[src/rtl/scid_pkg.sv]
// ----------------------------------------------------------------------------
// scid_pkg: shared types and constants of the size-class ID allocator
// Request and response payloads, opcodes, status codes, controller states,
// and the per-class sizing tables used by the datapath and the FIFO memory.
// ----------------------------------------------------------------------------
package scid_pkg;

  // Port field widths.
  localparam int ID_W    = 16;
  localparam int COUNT_W = 12;

  // Defaults of the top-level parameters.
  localparam int ID_BITS_DEF        = 16;
  localparam int MAX_MESH_COUNT_DEF = 2048;

  localparam int NUM_CLASSES = 4;
  localparam int CLASS_W     = 2;

  // Sub-index bits and free FIFO depth of each class.
  localparam int SUB_BITS   [NUM_CLASSES] = '{2, 5, 8, 11};
  localparam int FIFO_DEPTH [NUM_CLASSES] = '{4096, 512, 64, 8};
  localparam int FIFO_AW    [NUM_CLASSES] = '{12, 9, 6, 3};

  // Widest FIFO address and a fill count that can hold the deepest FIFO.
  localparam int PTR_W  = 12;
  localparam int FILL_W = 13;

  typedef enum logic [1:0] {
    OP_ALLOC = 2'd0,
    OP_FREE  = 2'd1,
    OP_BASE  = 2'd2,
    OP_NONE  = 2'd3
  } op_t;

  typedef enum logic [1:0] {
    ST_OK        = 2'd0,
    ST_EXHAUSTED = 2'd1,
    ST_TOO_LARGE = 2'd2,
    ST_FIFO_FULL = 2'd3
  } status_t;

  typedef enum logic [1:0] {
    S_IDLE,
    S_EXEC,
    S_RESULT
  } ctrl_state_t;

  typedef struct packed {
    op_t                op;
    logic [COUNT_W-1:0] mesh_count;
    logic [ID_W-1:0]    item_id;
  } req_t;

  typedef struct packed {
    logic [ID_W-1:0]    result_id;
    logic [CLASS_W-1:0] size_class;
    logic               reused;
    status_t            status;
  } rsp_t;

  // Commands from the controller to the datapath.
  typedef struct packed {
    logic load_in;
    logic exec;
    logic load_out;
  } dp_cmd_t;

  // Access request from the datapath to the free FIFO memories.
  typedef struct packed {
    logic               wr_en;
    logic [CLASS_W-1:0] wr_class;
    logic [PTR_W-1:0]   wr_addr;
    logic               rd_en;
    logic [CLASS_W-1:0] rd_class;
    logic [PTR_W-1:0]   rd_addr;
  } mem_req_t;

  // Number of IDs a class can mint.
  function automatic int class_cap(input int id_bits, input int sub_bits);
    return (sub_bits < id_bits - 2) ? (1 << (id_bits - 2 - sub_bits)) : 1;
  endfunction

  // Low bits that a base request clears.
  function automatic int clear_mask(input int id_bits, input int sub_bits);
    return (sub_bits < id_bits - 2) ? ((1 << sub_bits) - 1) : ((1 << (id_bits - 2)) - 1);
  endfunction

endpackage

[src/rtl/scid_ctrl.sv]
// ----------------------------------------------------------------------------
// scid_ctrl: request sequencer of the size-class ID allocator
// Takes a request, runs it in the datapath, then, once the response register
// is free, hands the result to it and takes the next request in that cycle.
// ----------------------------------------------------------------------------
module scid_ctrl
  import scid_pkg::*;
(
  input  logic    clk,
  input  logic    rst,
  input  logic    req_valid,
  output logic    req_stall,
  output logic    rsp_valid,
  input  logic    rsp_stall,
  output dp_cmd_t cmd
);

  ctrl_state_t state;
  ctrl_state_t state_next;
  logic        rsp_valid_next;

  // State and response valid registers.
  always_ff @(posedge clk) begin
    if (rst) begin
      state     <= S_IDLE;
      rsp_valid <= 1'b0;
    end else begin
      state     <= state_next;
      rsp_valid <= rsp_valid_next;
    end
  end

  // Next state and datapath commands.
  always_comb begin
    state_next     = state;
    cmd            = '0;
    req_stall      = 1'b1;
    rsp_valid_next = rsp_valid && rsp_stall;
    unique case (state)
      S_IDLE: begin
        req_stall = 1'b0;
        if (req_valid) begin
          cmd.load_in = 1'b1;
          state_next  = S_EXEC;
        end
      end
      S_EXEC: begin
        cmd.exec   = 1'b1;
        state_next = S_RESULT;
      end
      S_RESULT: begin
        // The response register is free once its transfer completes.
        if (!rsp_valid || !rsp_stall) begin
          cmd.load_out   = 1'b1;
          rsp_valid_next = 1'b1;
          req_stall      = 1'b0;
          if (req_valid) begin
            cmd.load_in = 1'b1;
            state_next  = S_EXEC;
          end else begin
            state_next = S_IDLE;
          end
        end
      end
      default: begin
        state_next = S_IDLE;
      end
    endcase
  end

endmodule

[config.mk]
export PLATFORM = sky130hd
export DESIGN_NAME = scid_ctrl
export DESIGN_NICKNAME = d
export VERILOG_FILES = /design/src/rtl/scid_pkg.sv /design/src/rtl/scid_ctrl.sv
export SDC_FILE = /design/constraint.sdc
export NUM_CORES = 1
export LEC_CHECK = 0
export ABC_AREA = 1
export BUFFER_PORTS_ARGS = -buffer_cell sky130_fd_sc_hd__buf_2
export CAP_MARGIN = 0
export CORE_AREA = 2 2 39 41
export CTS_BUF_LIST = sky130_fd_sc_hd__clkbuf_8
export DETAILED_ROUTE_END_ITERATION = 10
export DIE_AREA = 0 0 41 43
export GPL_TIMING_DRIVEN = 0
export PLACE_DENSITY = 0.36
export SETUP_SLACK_MARGIN = 0.5
export SYNTH_ARGS = -nofsm -noshare
export SYNTH_HDL_FRONTEND = slang
export SYNTH_SLANG_ARGS = --single-unit
[constraint.sdc]
create_clock -name clk -period 0.8 [get_ports clk]
set_input_delay 0.12 -clock clk [delete_from_list [all_inputs] [get_ports clk]]
set_output_delay 0.12 -clock clk [all_outputs]
set_load 0.02 [all_outputs]
==> impl_metrics.env <==
export IMPL_maxCapViolCount=0
export IMPL_critical_path_slowest_cell="dfxtp_4"
export IMPL_grt_pass1_wl_um=655
export IMPL_slew_headroom_pct=91.5
export IMPL_seqPwrFrac_pct=23.0
export IMPL_synth_area_top_cells="dfxtp_1, inv_1, nand2_2"
export IMPL_grt_setup_unrepaired="true"
export IMPL_critPathLaunch="rsp_valid"
export IMPL_fin_cells=57
export IMPL_p_per_area_mw_per_mm2=1800
export IMPL_ir_drop_mv=0.939
export IMPL_whs_path_depth=2
export IMPL_status="finished with violations"
export IMPL_max_stage_delay_ps=330
export IMPL_yosysMostFrequentCell="inv_1"
export IMPL_antennaDiodeCount=0
export IMPL_routed_wl_um=416
export IMPL_max_freq_mhz=911
export IMPL_yosysWarnings=0
export IMPL_multiInputGateArea_um2=91.3
export IMPL_numClockSinks=3
export IMPL_cp_depth=6
export IMPL_yosysTopAreaCell="dfxtp_1"
export IMPL_grt_start_max_net_pins=4
export IMPL_clock_path_buffers=2
export IMPL_p_switching_uw=160
export IMPL_final_net_count=46
export IMPL_synth_seq_cells=3
export IMPL_drive_gt1_share_pct=87.8
export IMPL_comb_power_share_pct=17.0
export IMPL_dp_hpwl_um=267
export IMPL_die_h_um=43
export IMPL_final_max_slew_violation_count=0
export IMPL_yosysUniqueCellTypes=10
export IMPL_synth_nets=26
export IMPL_crit_chain="nand2_2 -> inv_2 -> nand2_4 -> nand3_2 -> inv_2 -> buf_6"
export IMPL_num_rows=14
export IMPL_synthArstFlopShare_pct=0
export IMPL_port_buffers=8
export IMPL_leakage_nw=0.211
export IMPL_route_detailed_drc=0
export IMPL_htree_levels=1
export IMPL_crit_top_cell="inv_2"
export IMPL_drt_initial_drc_count=1
export IMPL_synth_top_area_share_pct=39.3
export IMPL_crit_path_end_kind="output pin"
export IMPL_cts_tree="yes"
export IMPL_cts_root_buf="clkbuf_8"
export IMPL_cp_data_required_time_ps=680
export IMPL_clock_latency_ps=210
export IMPL_via_per_inst=3.28
export IMPL_postRouteAntennaNets=0
export IMPL_cp_num_buf_inv=3
export IMPL_via_count=187
export IMPL_regArea_um2=66.3
export IMPL_grt_busiest_layer="met2"
export IMPL_fin_crit_ps=1100
export IMPL_intPower_uw=546
export IMPL_cts_hold_buf=0
export IMPL_die_w_um=41
export IMPL_path_delay_family="flip-flops"
export IMPL_use_met1_pct=5.75
export IMPL_synthFlopType="dfxtp_1"
export IMPL_grt_pass1_vias=181
export IMPL_coreArea_mm2=0.00138
export IMPL_clock_skew_ps=3.38
export IMPL_start_kind="flip-flop"
export IMPL_crit_type="flip-flop to output pin"
export IMPL_path_max_fanout=3
export IMPL_power_uw=706
export IMPL_wl_per_cell_um=7.30
export IMPL_area_growth_pct=157
export IMPL_cts_clk_slew_worst_paths_ps=30
export IMPL_syn_cell_area_um2=153
export IMPL_synthCells=22
export IMPL_hp_start="rst"
export IMPL_synth_edff_count=0
export IMPL_track_usage_pct=6.21
export IMPL_netSwitchingFraction_pct=22.6
export IMPL_worst_pin_slew_ps=127
export IMPL_placed_cells=46
export IMPL_finalCritPeriodShare_pct=137
export IMPL_timing_final_ws_setup_ps=-298
export IMPL_grt_ovfl_total=0
export IMPL_globalRouteMet2Util_pct=8.13
export IMPL_drt_pass1_iterations=2
export IMPL_pwr_share_clk_pct=60.0
export IMPL_rr_worst_depth=7
export IMPL_violations="negative setup slack"
export IMPL_grt_met3_usage_pct=7.85
export IMPL_hp_class="input port to flip-flop"
export IMPL_hold_viol=0
export IMPL_arrival_ps=980
export IMPL_yosys_top_cells_count="inv_1, dfxtp_1, nand2_1"
export IMPL_cts_buffers=3
export IMPL_antenna_found_initial=0
export IMPL_n_fill_cell=155
export IMPL_gp_congestion=0.692
export IMPL_boundaryPins=9
export IMPL_initial_core_util_pct=11.0
export IMPL_setup_violations_final=8
export IMPL_dieArea_mm2=0.00176
export IMPL_timing_rr_start="rsp_valid"
export IMPL_ys_seq_area_share_pct=39.3
export IMPL_syn_avg_cell_area_um2=6.94
[cell families after synthesis]
| logic type | synth area share (%) |
|---|---|
| AND/OR/NAND/NOR | 29.5 |
| buffers and inverters | 22.1 |
| flip-flops | 39.3 |
| AO/OA/AOI/OAI | 9.01 |
[per-stage QoR]
stage	TNS [ps]	setup WS [ps]	cell area (um^2)	hold slack (ps)	util [%]
2_1_floorplan	-57.0	-35.8	195	175	-
3_3_place_gp	-339	-124	255	312	18.4
3_5_place_dp	-368	-133	255	325	18.4
4_1_cts	-1310	-311	363	99.1	26.2
5_1_grt	-1720	-350	392	102	28.3
6_report	-1340	-298	392	107	28.3
[power by group through the flow]
stage | clock network [mW] | logic, mW | registers [mW]
detailed placement | 0 | 0.0858 | 0.164
finish | 0.424 | 0.120 | 0.162
floorplan | 0 | 0.0583 | 0.166
CTS | 0.444 | 0.114 | 0.162
global route | 0.464 | 0.129 | 0.163
global placement | 0 | 0.0843 | 0.164
[flip-flops by register name, indices dropped and copies added, names as in the netlist]
register and cells:
state 2, rsp_valid 1
[cell usage in the layout, fill, tap and decap left out, types with 2 or more instances in the layout]
cell type and n:
clkbuf_8 3, inv_2 5, dfxtp_2 2, buf_6 8, buf_2 3, buf_4 5, nor2_4 2, nand2_4 2
nand2_2 2, inv_1 3
[metal layers]
layer	vias to the layer above	routed length [um]
met5	-	0
met4	0	8
met3	2	62
met2	10	172
met1	76	172
li1	99	-
[area by class of cell]
| type | instances | area share, % |
|---|---|---|
| inverter | 7 | 6.71 |
| clock inverter | 1 | 0.958 |
| multi-input combinational | 11 | 23.3 |
| buffer | 1 | 2.88 |
| sequential | 3 | 16.9 |
| clock buffer | 3 | 10.5 |
| timing repair buffer | 15 | 33.5 |
| tap | 16 | 5.11 |
[worst register-to-register path, cell delays in order, from the launching register on]
cell	delay, ps
dfxtp_4	330
nand2_2	50
inv_2	90
nand2_4	70
buf_4	140
buf_6	100
buf_6	100
a21oi_2	90
[path summary, 6_finish.rpt]
| kind | end | slack, ps |
|---|---|---|
| hold / removal | state[1] | 110 |
| setup / recovery | cmd[2] | -300 |
| hold reg to reg | rsp_valid | 490 |
| setup reg to reg | state[1] | -250 |
[repair_timing]
item / CTS / global route
resized for setup: 10 / 2
endpoints found under the setup margin: 8 / 8
buffers inserted: 4 / 3
pin swaps: 3 / 1
(Power assumes the default switching activity.)
