`src/rtl/scid_pkg.sv`:
```
// ----------------------------------------------------------------------------
// scid_pkg: shared types and constants of the size-class ID allocator
// Request and response payloads, opcodes, status codes, controller states,
// and the per-class sizing tables used by the datapath and the FIFO memory.
// ----------------------------------------------------------------------------
package scid_pkg;

  // Port field widths.
  localparam int ID_W    = 16;
  localparam int COUNT_W = 12;

  // Defaults of the top-level parameters.
  localparam int ID_BITS_DEF        = 16;
  localparam int MAX_MESH_COUNT_DEF = 2048;

  localparam int NUM_CLASSES = 4;
  localparam int CLASS_W     = 2;

  // Sub-index bits and free FIFO depth of each class.
  localparam int SUB_BITS   [NUM_CLASSES] = '{2, 5, 8, 11};
  localparam int FIFO_DEPTH [NUM_CLASSES] = '{4096, 512, 64, 8};
  localparam int FIFO_AW    [NUM_CLASSES] = '{12, 9, 6, 3};

  // Widest FIFO address and a fill count that can hold the deepest FIFO.
  localparam int PTR_W  = 12;
  localparam int FILL_W = 13;

  typedef enum logic [1:0] {
    OP_ALLOC = 2'd0,
    OP_FREE  = 2'd1,
    OP_BASE  = 2'd2,
    OP_NONE  = 2'd3
  } op_t;

  typedef enum logic [1:0] {
    ST_OK        = 2'd0,
    ST_EXHAUSTED = 2'd1,
    ST_TOO_LARGE = 2'd2,
    ST_FIFO_FULL = 2'd3
  } status_t;

  typedef enum logic [1:0] {
    S_IDLE,
    S_EXEC,
    S_RESULT
  } ctrl_state_t;

  typedef struct packed {
    op_t                op;
    logic [COUNT_W-1:0] mesh_count;
    logic [ID_W-1:0]    item_id;
  } req_t;

  typedef struct packed {
    logic [ID_W-1:0]    result_id;
    logic [CLASS_W-1:0] size_class;
    logic               reused;
    status_t            status;
  } rsp_t;

  // Commands from the controller to the datapath.
  typedef struct packed {
    logic load_in;
    logic exec;
    logic load_out;
  } dp_cmd_t;

  // Access request from the datapath to the free FIFO memories.
  typedef struct packed {
    logic               wr_en;
    logic [CLASS_W-1:0] wr_class;
    logic [PTR_W-1:0]   wr_addr;
    logic               rd_en;
    logic [CLASS_W-1:0] rd_class;
    logic [PTR_W-1:0]   rd_addr;
  } mem_req_t;

  // Number of IDs a class can mint.
  function automatic int class_cap(input int id_bits, input int sub_bits);
    return (sub_bits < id_bits - 2) ? (1 << (id_bits - 2 - sub_bits)) : 1;
  endfunction

  // Low bits that a base request clears.
  function automatic int clear_mask(input int id_bits, input int sub_bits);
    return (sub_bits < id_bits - 2) ? ((1 << sub_bits) - 1) : ((1 << (id_bits - 2)) - 1);
  endfunction

endpackage

```
`src/rtl/scid_datapath.sv`:
```
// ----------------------------------------------------------------------------
// scid_datapath: class selection, counters and FIFO pointers
// Holds the request, decides the outcome of allocate, free and base,
// keeps the class counters and FIFO pointers, and forms the response.
// ----------------------------------------------------------------------------
module scid_datapath
  import scid_pkg::*;
#(
  parameter int ID_BITS        = ID_BITS_DEF,
  parameter int MAX_MESH_COUNT = MAX_MESH_COUNT_DEF
) (
  input  logic               clk,
  input  logic               rst,
  input  dp_cmd_t            cmd,
  input  req_t               req,
  output rsp_t               rsp,
  output mem_req_t           mem_req,
  output logic [ID_BITS-1:0] mem_wr_data,
  input  logic [ID_BITS-1:0] mem_rd_data
);

  localparam int LOW_BITS = ID_BITS - 2;
  localparam int CNT_W    = ID_BITS - 3;

  req_t req_q;

  logic [CNT_W-1:0]  cnt_q     [NUM_CLASSES];
  logic [PTR_W-1:0]  rd_ptr_q  [NUM_CLASSES];
  logic [PTR_W-1:0]  wr_ptr_q  [NUM_CLASSES];
  logic [FILL_W-1:0] fill_q    [NUM_CLASSES];

  logic [NUM_CLASSES-1:0] at_cap;
  logic [NUM_CLASSES-1:0] fits;
  logic [NUM_CLASSES-1:0] fifo_full;
  logic [NUM_CLASSES-1:0] fifo_empty;
  logic [LOW_BITS-1:0]    mint_low  [NUM_CLASSES];
  logic [LOW_BITS-1:0]    clr_mask  [NUM_CLASSES];
  logic [PTR_W-1:0]       rd_inc    [NUM_CLASSES];
  logic [PTR_W-1:0]       wr_inc    [NUM_CLASSES];

  logic [ID_BITS-1:0]  id_m;
  logic [CLASS_W-1:0]  cls_id;
  logic [CLASS_W-1:0]  cls_alloc;
  logic                too_large;

  logic [ID_W-1:0]     ex_res;
  logic [CLASS_W-1:0]  ex_cls;
  logic                ex_reused;
  status_t             ex_status;
  logic                do_pop;
  logic                do_push;
  logic                do_mint;

  logic [ID_W-1:0]     res_q;
  logic [CLASS_W-1:0]  cls_q;
  logic                reused_q;
  status_t             status_q;

  // Per-class constants and status.
  for (genvar c = 0; c < NUM_CLASSES; c++) begin : g_class
    localparam int B   = SUB_BITS[c];
    localparam int CAP = class_cap(ID_BITS, B);
    logic [LOW_BITS+CNT_W-1:0] wide;

    assign wide          = {{LOW_BITS{1'b0}}, cnt_q[c]} << B;
    assign mint_low[c]   = wide[LOW_BITS-1:0];
    assign clr_mask[c]   = LOW_BITS'(clear_mask(ID_BITS, B));
    assign at_cap[c]     = cnt_q[c] >= CNT_W'(CAP);
    assign fits[c]       = {1'b0, req_q.mesh_count} <= (COUNT_W+1)'(1 << B);
    assign fifo_full[c]  = fill_q[c] >= FILL_W'(FIFO_DEPTH[c]);
    assign fifo_empty[c] = fill_q[c] == '0;
    assign rd_inc[c]     = PTR_W'(rd_ptr_q[c] + 1'b1) & PTR_W'(FIFO_DEPTH[c] - 1);
    assign wr_inc[c]     = PTR_W'(wr_ptr_q[c] + 1'b1) & PTR_W'(FIFO_DEPTH[c] - 1);
  end

  // Request register.
  always_ff @(posedge clk) begin
    if (cmd.load_in) begin
      req_q <= req;
    end
  end

  assign id_m   = req_q.item_id[ID_BITS-1:0];
  assign cls_id = id_m[ID_BITS-1 -: CLASS_W];

  // Smallest class whose sub-index bits can number the meshes.
  always_comb begin
    priority if (fits[0]) begin
      cls_alloc = 2'd0;
    end else if (fits[1]) begin
      cls_alloc = 2'd1;
    end else if (fits[2]) begin
      cls_alloc = 2'd2;
    end else begin
      cls_alloc = 2'd3;
    end
  end

  assign too_large = ({1'b0, req_q.mesh_count} >= (COUNT_W+1)'(MAX_MESH_COUNT)) || (fits == '0);

  // Outcome of the held request.
  always_comb begin
    ex_res    = '0;
    ex_cls    = '0;
    ex_reused = 1'b0;
    ex_status = ST_OK;
    do_pop    = 1'b0;
    do_push   = 1'b0;
    do_mint   = 1'b0;
    unique case (req_q.op)
      OP_ALLOC: begin
        priority if (too_large) begin
          ex_status = ST_TOO_LARGE;
        end else if (!fifo_empty[cls_alloc]) begin
          ex_cls    = cls_alloc;
          ex_reused = 1'b1;
          do_pop    = 1'b1;
        end else if (at_cap[cls_alloc]) begin
          ex_cls    = cls_alloc;
          ex_status = ST_EXHAUSTED;
        end else begin
          ex_cls  = cls_alloc;
          ex_res  = ID_W'({cls_alloc, mint_low[cls_alloc]});
          do_mint = 1'b1;
        end
      end
      OP_FREE: begin
        ex_cls = cls_id;
        if (fifo_full[cls_id]) begin
          ex_status = ST_FIFO_FULL;
        end else begin
          do_push = 1'b1;
        end
      end
      OP_BASE: begin
        ex_cls = cls_id;
        ex_res = ID_W'({cls_id, id_m[LOW_BITS-1:0] & ~clr_mask[cls_id]});
      end
      default: begin
        ex_cls = '0;
      end
    endcase
  end

  // FIFO memory access for the executing request.
  always_comb begin
    mem_req          = '0;
    mem_req.wr_en    = cmd.exec && do_push;
    mem_req.wr_class = ex_cls;
    mem_req.wr_addr  = wr_ptr_q[ex_cls];
    mem_req.rd_en    = cmd.exec && do_pop;
    mem_req.rd_class = ex_cls;
    mem_req.rd_addr  = rd_ptr_q[ex_cls];
  end

  assign mem_wr_data = id_m;

  // Class counters, FIFO pointers and fill counts.
  always_ff @(posedge clk) begin
    if (rst) begin
      for (int c = 0; c < NUM_CLASSES; c++) begin
        cnt_q[c]    <= '0;
        rd_ptr_q[c] <= '0;
        wr_ptr_q[c] <= '0;
        fill_q[c]   <= '0;
      end
    end else if (cmd.exec) begin
      if (do_mint) begin
        cnt_q[ex_cls] <= cnt_q[ex_cls] + 1'b1;
      end
      if (do_pop) begin
        rd_ptr_q[ex_cls] <= rd_inc[ex_cls];
        fill_q[ex_cls]   <= fill_q[ex_cls] - 1'b1;
      end
      if (do_push) begin
        wr_ptr_q[ex_cls] <= wr_inc[ex_cls];
        fill_q[ex_cls]   <= fill_q[ex_cls] + 1'b1;
      end
    end
  end

  // Outcome registers, held until the response register takes them.
  always_ff @(posedge clk) begin
    if (cmd.exec) begin
      res_q    <= ex_res;
      cls_q    <= ex_cls;
      reused_q <= ex_reused;
      status_q <= ex_status;
    end
  end

  // Response register; a reused ID comes from the FIFO read data.
  always_ff @(posedge clk) begin
    if (cmd.load_out) begin
      rsp.result_id  <= reused_q ? ID_W'(mem_rd_data) : res_q;
      rsp.size_class <= cls_q;
      rsp.reused     <= reused_q;
      rsp.status     <= status_q;
    end
  end

`ifndef SYNTHESIS
  a_fill_bound: assert property (@(posedge clk) disable iff (rst)
    (fill_q[0] <= FILL_W'(FIFO_DEPTH[0])) && (fill_q[1] <= FILL_W'(FIFO_DEPTH[1])) &&
    (fill_q[2] <= FILL_W'(FIFO_DEPTH[2])) && (fill_q[3] <= FILL_W'(FIFO_DEPTH[3])))
    else $error("free FIFO fill count beyond its depth");

  a_mint_below_cap: assert property (@(posedge clk) disable iff (rst)
    cmd.exec && do_mint |-> !at_cap[ex_cls])
    else $error("ID minted from a class at capacity");

  a_pop_nonempty: assert property (@(posedge clk) disable iff (rst)
    cmd.exec && do_pop |-> fill_q[ex_cls] != '0)
    else $error("pop from an empty free FIFO");

  a_reuse_ok: assert property (@(posedge clk) disable iff (rst)
    cmd.load_out && reused_q |-> status_q == ST_OK && req_q.op == OP_ALLOC)
    else $error("reused ID with an error status");
`endif

endmodule

```
`config.mk`:
```
export PLATFORM = sky130hd
export DESIGN_NAME = scid_datapath
export DESIGN_NICKNAME = d
export VERILOG_FILES = /design/src/rtl/scid_pkg.sv /design/src/rtl/scid_datapath.sv
export SDC_FILE = /design/constraint.sdc
export NUM_CORES = 1
export LEC_CHECK = 0
export ABC_AREA = 1
export BUFFER_PORTS_ARGS = -buffer_cell sky130_fd_sc_hd__buf_2
export CORE_MARGIN = 2
export CORE_UTILIZATION = 30
export DETAILED_ROUTE_END_ITERATION = 12
export GPL_TIMING_DRIVEN = 0
export HOLD_SLACK_MARGIN = 0.15
export PLACE_DENSITY = 0.57
export RECOVER_POWER = 50
export SYNTH_ARGS = -nofsm -noshare
export SYNTH_HDL_FRONTEND = slang
export SYNTH_SLANG_ARGS = --single-unit
```
`constraint.sdc`:
```
create_clock -name clk -period 4.6 [get_ports clk]
set_input_delay 0 -clock clk [delete_from_list [all_inputs] [get_ports clk]]
set_output_delay 0 -clock clk [all_outputs]
set_load 0.03 [all_outputs]
```
==> metrics.cfg, run 1 <==
[layout]
net_count_reported_at_finish = 1841
drive_gt1_frac = 0.1438
final_common_cell = edfxtp_1
fillerInstances = 4781
area_occupied_by_multi_input_gates_mm2 = 0.005331
final_cells = 2402
layout.cells.most_common_list = edfxtp_1 (270), nand2_1 (267), nor2_1 (246), inv_1 (145), nand3_1 (101)
layout.area.seq_mm2 = 0.008108
antenna-diode-count = 0
fin_util = 0.3710
areaGrowthSynthToFinish_pct = 22.57

[setup_path]
crit_required_ns = 4.81
critical-path-max-stage-delay_ns = 0.60
worstSetupPathType = reg -> reg
timing.critical_path.cells = nor2_4 -> nand2_1 -> o21ai_2 -> nand2_2 -> nand2_4 -> nand2_4 -> inv_1 -> o211ai_1 -> nand2_1 -> nand3_1 -> nor2_4 -> inv_2 -> nand2_1 -> clkbuf_1 -> nand2_1 -> nand2_1
timing.critical_path.fanout_max = 13
timing.critical_path.arrival_ns = 4.54
cp_common_cell = nand2_1
critPathTopFamily = simple AND/OR/NAND/NOR gates
worstPathBufferInverterCount = 3
start_kind = flip-flop
worst_setup_path_end_kind = flip-flop
crit_path_top_delay_cell = nand2_1

[placed_design]
port_buffers = 117
detailedPlacementHpwl_mm = 34.27
dpl.cell_count = 2268
routabilityCongestion = 0.9421

[sta]
hold_violations = 0
clock.fmax_mhz = 230.7
rsz0062_at_grt = no
final_period_minus_worst_setup_slack_ns = 4.334
worst_slew_margin_rel = -0.1461
setup_viol_count_final = 0
fin_worst_skew_ns = 0.01691
worst-slew-pin-transition_ns = 1.719
final.period_utilization = 0.9422
finalMaxSlewViolations = 31
worst_slack_on_hold_paths_ns = 0.1607

[logic_synthesis]
number_of_synthesized_register_bits = 270
syn-instance-count = 1518
flip_flop_cell_with_the_highest_count_after_synthesis = edfxtp_1
avgSynthCellArea_um2 = 9.501
synth_sequential_area_ratio = 0.5622
synth-warning-count = 0
mappedNetlistArea_mm2 = 0.01442
ys_types = 54
async_reset_ff_frac = 0
synth-edff-count = 270

[pwr]
net_switching_power_of_the_design_uw = 2149
intPower_uw = 4654
irDropWorstVdd_v = 0.0002379
power_frac_clock = 0.346
post-layout-total-power_uw = 6803
power_frac_seq = 0.430
total_power_density_per_cell_area_mw_per_mm2 = 384.8
leakagePower_uw = 0.007152
share_comb_of_total_power = 0.224
sw_frac_of_total = 0.3159

[status]
violations = capacitance limit, slew limit
outcome = finished with violations

[grt]
grt_overflow_total = 0
antenna_violations_before_repair = 2
grt_start_max_net_pins = 31
global_route.usage.total = 0.1882
first_global_vias = 11730
grt_pass1_wl_mm = 71.33

[floorplanning]
chipWidth_um = 223.3
fp.dieArea_mm2 = 0.04985
floorplan.rows = 80
floorplan.initialDensity = 0.3027
core-area_mm2 = 0.04765
top_level_ports = 118
die_h_um = 223.3

[clocking]
cts.sinks = 270
tritoncts = built
path_clk_slew_ns = 0.07
cts_htree_levels = 1
root_buffer = clkbuf_16
number_of_buffers_on_the_longest_clock_path = 3
clock_insertion_delay_worst_skew_ns = 0.58
cts_buffers = 30

[drt]
routed-via-count = 12020
drtAntennaViolNets = 0
wl_mm = 47.37
wire_per_inst_um = 19.72
number_of_detailed_routing_iterations_run_before_antenna_repair = 5
detail_route.iter0.violations = 1119
drc = 0
vias_per_cell = 5.004

[flow_run]
max_cap_violations = 1

[min_path]
hp_class = in -> reg

## worst paths after layout
path,cells past startpoint,startpoint,to,slack [ns]
worst max-delay path,16,req_q[22],fill_q[2][12],0.27
worst min-delay path,2,req[6],mem_wr_data[6],0.16
worst max register to register,16,req_q[22],fill_q[2][12],0.27
worst min register to register,0,status_q[1],rsp[1],0.42
## repair_timing
| action | 4_1_cts | 5_1_grt |
|---|---|---|
| resized for setup | 28 | 38 |
| endpoints found under the hold margin | 139 | 0 |
| buffers inserted | 1 | 6 |
| hold buffers | 76 | 0 |
| pin swaps | 2 | 5 |
| setup endpoints to repair | 40 | 20 |
## cell families (layout without fill, tap and decap cells)
kind of cell / Yosys count / after routing / synth area share
AO/OA/AOI/OAI: 210 / 210 / 0.08745
XOR/XNOR: 34 / 34 / 0.02065
adder cells (fa/ha/maj): 25 / 25 / 0.02221
buffers and inverters: 245 / 497 / 0.07582
flip-flops: 270 / 270 / 0.5622
multiplexers: 14 / 14 / 0.01093
other: 1 / 18 / 0.0002600
AND/OR/NAND/NOR: 719 / 719 / 0.2205
## metrics by stage
stage | setup TNS, ns | setup slack, ns | area (um2)
final | 0 | 0.2658 | 17680
after global routing | 0 | 0.01726 | 17680
after CTS | 0 | 0.01443 | 17620
after detailed placement | -18.34 | -0.8811 | 15850
after global placement | -20.39 | -0.8552 | 15840
after floorplan | 0 | 0.6075 | 14490
## area by class of cell
| class | instances | share of cell area |
|---|---|---|
| buffer | 78 | 0.03086 |
| clock buffer | 36 | 0.04494 |
| clock inverter | 18 | 0.008281 |
| inverter | 164 | 0.03553 |
| multi-input combinational | 1020 | 0.3016 |
| sequential | 270 | 0.4586 |
| tap | 615 | 0.04353 |
| timing repair buffer | 201 | 0.07665 |
## per-layer routing
| metal | part of all wire | global-route usage | vias to the layer above |
|---|---|---|---|
| met4 | 0.022 | 0.04753 | 2 |
| met1 | 0.45 | 0.2605 | 5851 |
| met3 | 0.075 | 0.03635 | 64 |
| li1 | - | - | 5659 |
| met2 | 0.46 | 0.3033 | 443 |
| met5 | 0.00027 | 0 | - |
## power by group through the flow
stage	Sequential [uW]	Clock (uW)	Combinational, uW
after floorplan	2970	0	905
after global placement	2970	0	1410
after detailed placement	2970	0	1410
after CTS	2920	2390	1480
after global routing	2940	2480	1650
final	2920	2360	1520
## state kept, by name, indices dropped and copies added (netlist names)
| signal | flops |
|---|---|
| cnt_q | 52 |
| wr_ptr_q | 48 |
| rsp | 21 |
| reused_q | 1 |
| status_q | 2 |
| cls_q | 2 |
| res_q | 14 |
| rd_ptr_q | 48 |
| fill_q | 52 |
| req_q | 14 |
| mem_wr_data | 16 |
## cells in the mapped netlist (9+ instances only)
library cell / count / area [um2]
buf_2: 26 / 130.1
a21oi_1: 59 / 295.3
a211oi_1: 16 / 120.1
or2_2: 9 / 56.30
inv_1: 145 / 544.3
nand2_1: 265 / 994.7
o22ai_1: 31 / 193.9
nor2_1: 246 / 923.4
o21ai_0: 50 / 250.2
xor2_1: 23 / 201.4
nor4_1: 11 / 68.82
xnor2_1: 11 / 96.34
nand3_1: 103 / 515.5
mux2_2: 14 / 157.7
nor3_1: 19 / 95.09
ha_1: 24 / 300.3
a31oi_1: 9 / 56.30
clkbuf_1: 23 / 86.33
buf_4: 20 / 150.1
edfxtp_1: 270 / 8108
inv_2: 15 / 56.30
nand3b_1: 20 / 150.1
Note: power is estimated with default switching activity, not from simulation.
==> inputs of run 2 (changes only) <==
--- a/config.mk
+++ b/config.mk
@@ -12,7 +12,7 @@
 export DETAILED_ROUTE_END_ITERATION = 12
 export GPL_TIMING_DRIVEN = 0
 export HOLD_SLACK_MARGIN = 0.15
-export PLACE_DENSITY = 0.57
+export PLACE_DENSITY = 0.56
 export RECOVER_POWER = 50
 export SYNTH_ARGS = -nofsm -noshare
 export SYNTH_HDL_FRONTEND = slang
==> metrics.cfg, run 2 (synthesis gave the netlist of run 1 again) <==
[status]
outcome = finished with violations
violations = capacitance limit, slew limit

[grt]
global_route.usage.total = 0.1877  ; -0.0005242
grt_overflow_total = 0  ; unchanged
antenna_violations_before_repair = 1  ; -1
first_global_vias = 11890  ; +1.4%
grt_pass1_wl_mm = 70.74  ; -0.83%
grt_start_max_net_pins = 31  ; unchanged

[floorplanning]
chipWidth_um = 223.3  ; unchanged
top_level_ports = 118  ; unchanged
die_h_um = 223.3  ; unchanged
floorplan.rows = 80  ; unchanged
fp.dieArea_mm2 = 0.04985  ; unchanged
floorplan.initialDensity = 0.3027  ; unchanged
core-area_mm2 = 0.04765  ; unchanged

[pwr]
total_power_density_per_cell_area_mw_per_mm2 = 376.1  ; -2.3%
leakagePower_uw = 0.007122  ; -0.43%
sw_frac_of_total = 0.3152  ; -0.0006619
share_comb_of_total_power = 0.229  ; +0.005
net_switching_power_of_the_design_uw = 2091  ; -2.7%
irDropWorstVdd_v = 0.0002899  ; +22%
power_frac_seq = 0.441  ; +0.011
intPower_uw = 4543  ; -2.4%
power_frac_clock = 0.330  ; -0.016

[layout]
final_cells = 2404  ; +0.083%
antenna-diode-count = 0  ; unchanged
drive_gt1_frac = 0.1358  ; -0.007986
largestRegisters = cnt_q: 52 flops, fill_q: 52 flops
fillerInstances = 4845  ; +1.3%
net_count_reported_at_finish = 1843  ; +0.11%
layout.cells.most_common_list = edfxtp_1 (270), nand2_1 (268), nor2_1 (250), inv_1 (145), nand3_1 (103)
fin_util = 0.3702  ; -0.0008410
areaGrowthSynthToFinish_pct = 22.30
final_common_cell = edfxtp_1

[sta]
finalMaxSlewViolations = 31  ; unchanged
fin_worst_skew_ns = 0.02189  ; +0.004977 ns
final.period_utilization = 0.9518  ; +0.009558
worst_slew_margin_rel = -0.1564  ; -0.01034
hold_violations = 0  ; unchanged
clock.fmax_mhz = 228.4  ; -1.0%
final_period_minus_worst_setup_slack_ns = 4.378  ; +0.04397 ns
worst-slew-pin-transition_ns = 1.735  ; +0.01551 ns
setup_viol_count_final = 0  ; unchanged

[setup_path]
reg2regPathDepth = 14  ; -2
worst_setup_path_end_kind = flip-flop
timing.critical_path.arrival_ns = 4.48  ; -0.06 ns
worst-r2r-setup-slack_ns = 0.22  ; -0.04 ns
crit_required_ns = 4.70  ; -0.11 ns
rr_startpoint = req_q[20]
start_kind = flip-flop
critical_path.reg2reg.endpoint = cnt_q[1][11]
worstSetupPathType = reg -> reg
timing.critical_path.fanout_max = 13  ; unchanged

[drt]
number_of_detailed_routing_iterations_run_before_antenna_repair = 9  ; +4
detail_route.iter0.violations = 1241  ; +11%
routed-via-count = 12150  ; +1.1%
drtAntennaViolNets = 0  ; unchanged
vias_per_cell = 5.052  ; +0.97%
drc = 0  ; unchanged
wire_per_inst_um = 19.71  ; about the same
wl_mm = 47.39  ; about the same

[clocking]
cts_buffers = 30  ; unchanged
number_of_buffers_on_the_longest_clock_path = 3  ; unchanged
cts.sinks = 270  ; unchanged
clock_insertion_delay_worst_skew_ns = 0.58  ; about the same
root_buffer = clkbuf_16
cts_htree_levels = 1  ; unchanged
path_clk_slew_ns = 0.06  ; about the same
tritoncts = built

[placed_design]
dpl.cell_count = 2268  ; unchanged
port_buffers = 117  ; unchanged
routabilityCongestion = 0.9456  ; +0.37%
detailedPlacementHpwl_mm = 34.19  ; -0.23%

[min_path]
hp_class = in -> reg
worstHoldPathCells = 2  ; unchanged
hold_path_startpoint = req[18]
holdPathEnd = req_q[18]

[flow_run]
max_cap_violations = 1  ; unchanged

run 2: changes by cell type in the layout (fill, tap and decap cells not counted), sizes merged:
cell / previous run / this run
buf: 132 / 131
clkinvlp: 5 / 3
bufinv: 2 / 0
clkbuf: 107 / 113
inv: 160 / 159
dlygate4sd3: 76 / 77
clkinv: 15 / 16
run 2: through the flow:
| step | instance area [um2] | power (uW) | setup WS [ns] | TNS (ns) | hold WS [ns] |
|---|---|---|---|---|---|
| 2_1_floorplan | 14490 | 3874 | 0.6075 | 0 | 0.09887 |
| 3_3_place_gp | 15840 | 4368 | -0.7904 | -17.63 | 0.1785 |
| 3_5_place_dp | 15850 | 4377 | -0.7947 | -14.89 | 0.1784 |
| 4_1_cts | 17560 | 6631 | 0.01682 | 0 | 0.1516 |
| 5_1_grt | 17640 | 6897 | -0.03296 | -0.07865 | 0.1504 |
| 6_report | 17640 | 6634 | 0.2218 | 0 | 0.1534 |
run 2: worst max-delay path, cell delays in order, from the launching register on:
cell	delay [ns]
edfxtp_1	0.39
nor2_2	0.18
nand2_1	0.12
o21ai_2	0.17
nand2_4	0.14
inv_1	0.31
nand3_1	0.12
nand2_1	0.26
nor2_1	0.10
nand2_1	0.26
clkinvlp_2	0.46
nand3_4	0.19
clkinv_4	0.14
nand2_1	0.41
nand2_1	0.64
run 2: how the worst max path moves through the flow:
| stage | slack (ns) | to | cells after the start | from |
|---|---|---|---|---|
| final | 0.22 | cnt_q[1][11] | 14 | req_q[20] |
| after global routing | -0.03 | fill_q[0][12] | 29 | req_q[28] |
| after CTS | 0.02 | fill_q[0][12] | 29 | req_q[28] |
| after detailed placement | -0.79 | fill_q[0][12] | 29 | req_q[28] |
| after global placement | -0.79 | fill_q[0][12] | 29 | req_q[28] |
| after floorplan | 0.61 | fill_q[0][12] | 29 | req_q[28] |
run 2: power by group through the flow:
| stage | Sequential, uW | Clock, uW | Combinational, uW |
|---|---|---|---|
| finish | 2930 | 2190 | 1520 |
| detailed placement | 2970 | 0 | 1400 |
| CTS | 2920 | 2230 | 1470 |
| global route | 2940 | 2310 | 1650 |
| global placement | 2970 | 0 | 1400 |
| floorplan | 2970 | 0 | 905 |
run 2: metal layers:
metal | share of wire | track usage | vias up
met4 | 0.044 | 0.08043 | 2
li1 | - | - | 5678
met5 | 0.00027 | 0 | -
met3 | 0.080 | 0.03714 | 120
met1 | 0.43 | 0.2505 | 5793
met2 | 0.45 | 0.2975 | 553
run 2: final cells by class:
| cell class | instances | area (um2) | share of cell area |
|---|---|---|---|
| Clock buffer | 40 | 809.5 | 0.04590 |
| Tap cell | 615 | 769.5 | 0.04363 |
| Clock inverter | 14 | 57.56 | 0.003263 |
| Timing Repair Buffer | 204 | 1375 | 0.07796 |
| Buffer | 77 | 568.0 | 0.03221 |
| Sequential cell | 270 | 8108 | 0.4597 |
| Inverter | 164 | 630.6 | 0.03575 |
| Multi-Input combinational cell | 1020 | 5320 | 0.3016 |
run 2: what timing repair did:
action,in CTS,in global routing
hold endpoints to repair,143,0
setup endpoints to repair,39,16
hold buffers,77,0
setup buffers,1,7
pin swaps,1,3
resized for setup,33,39
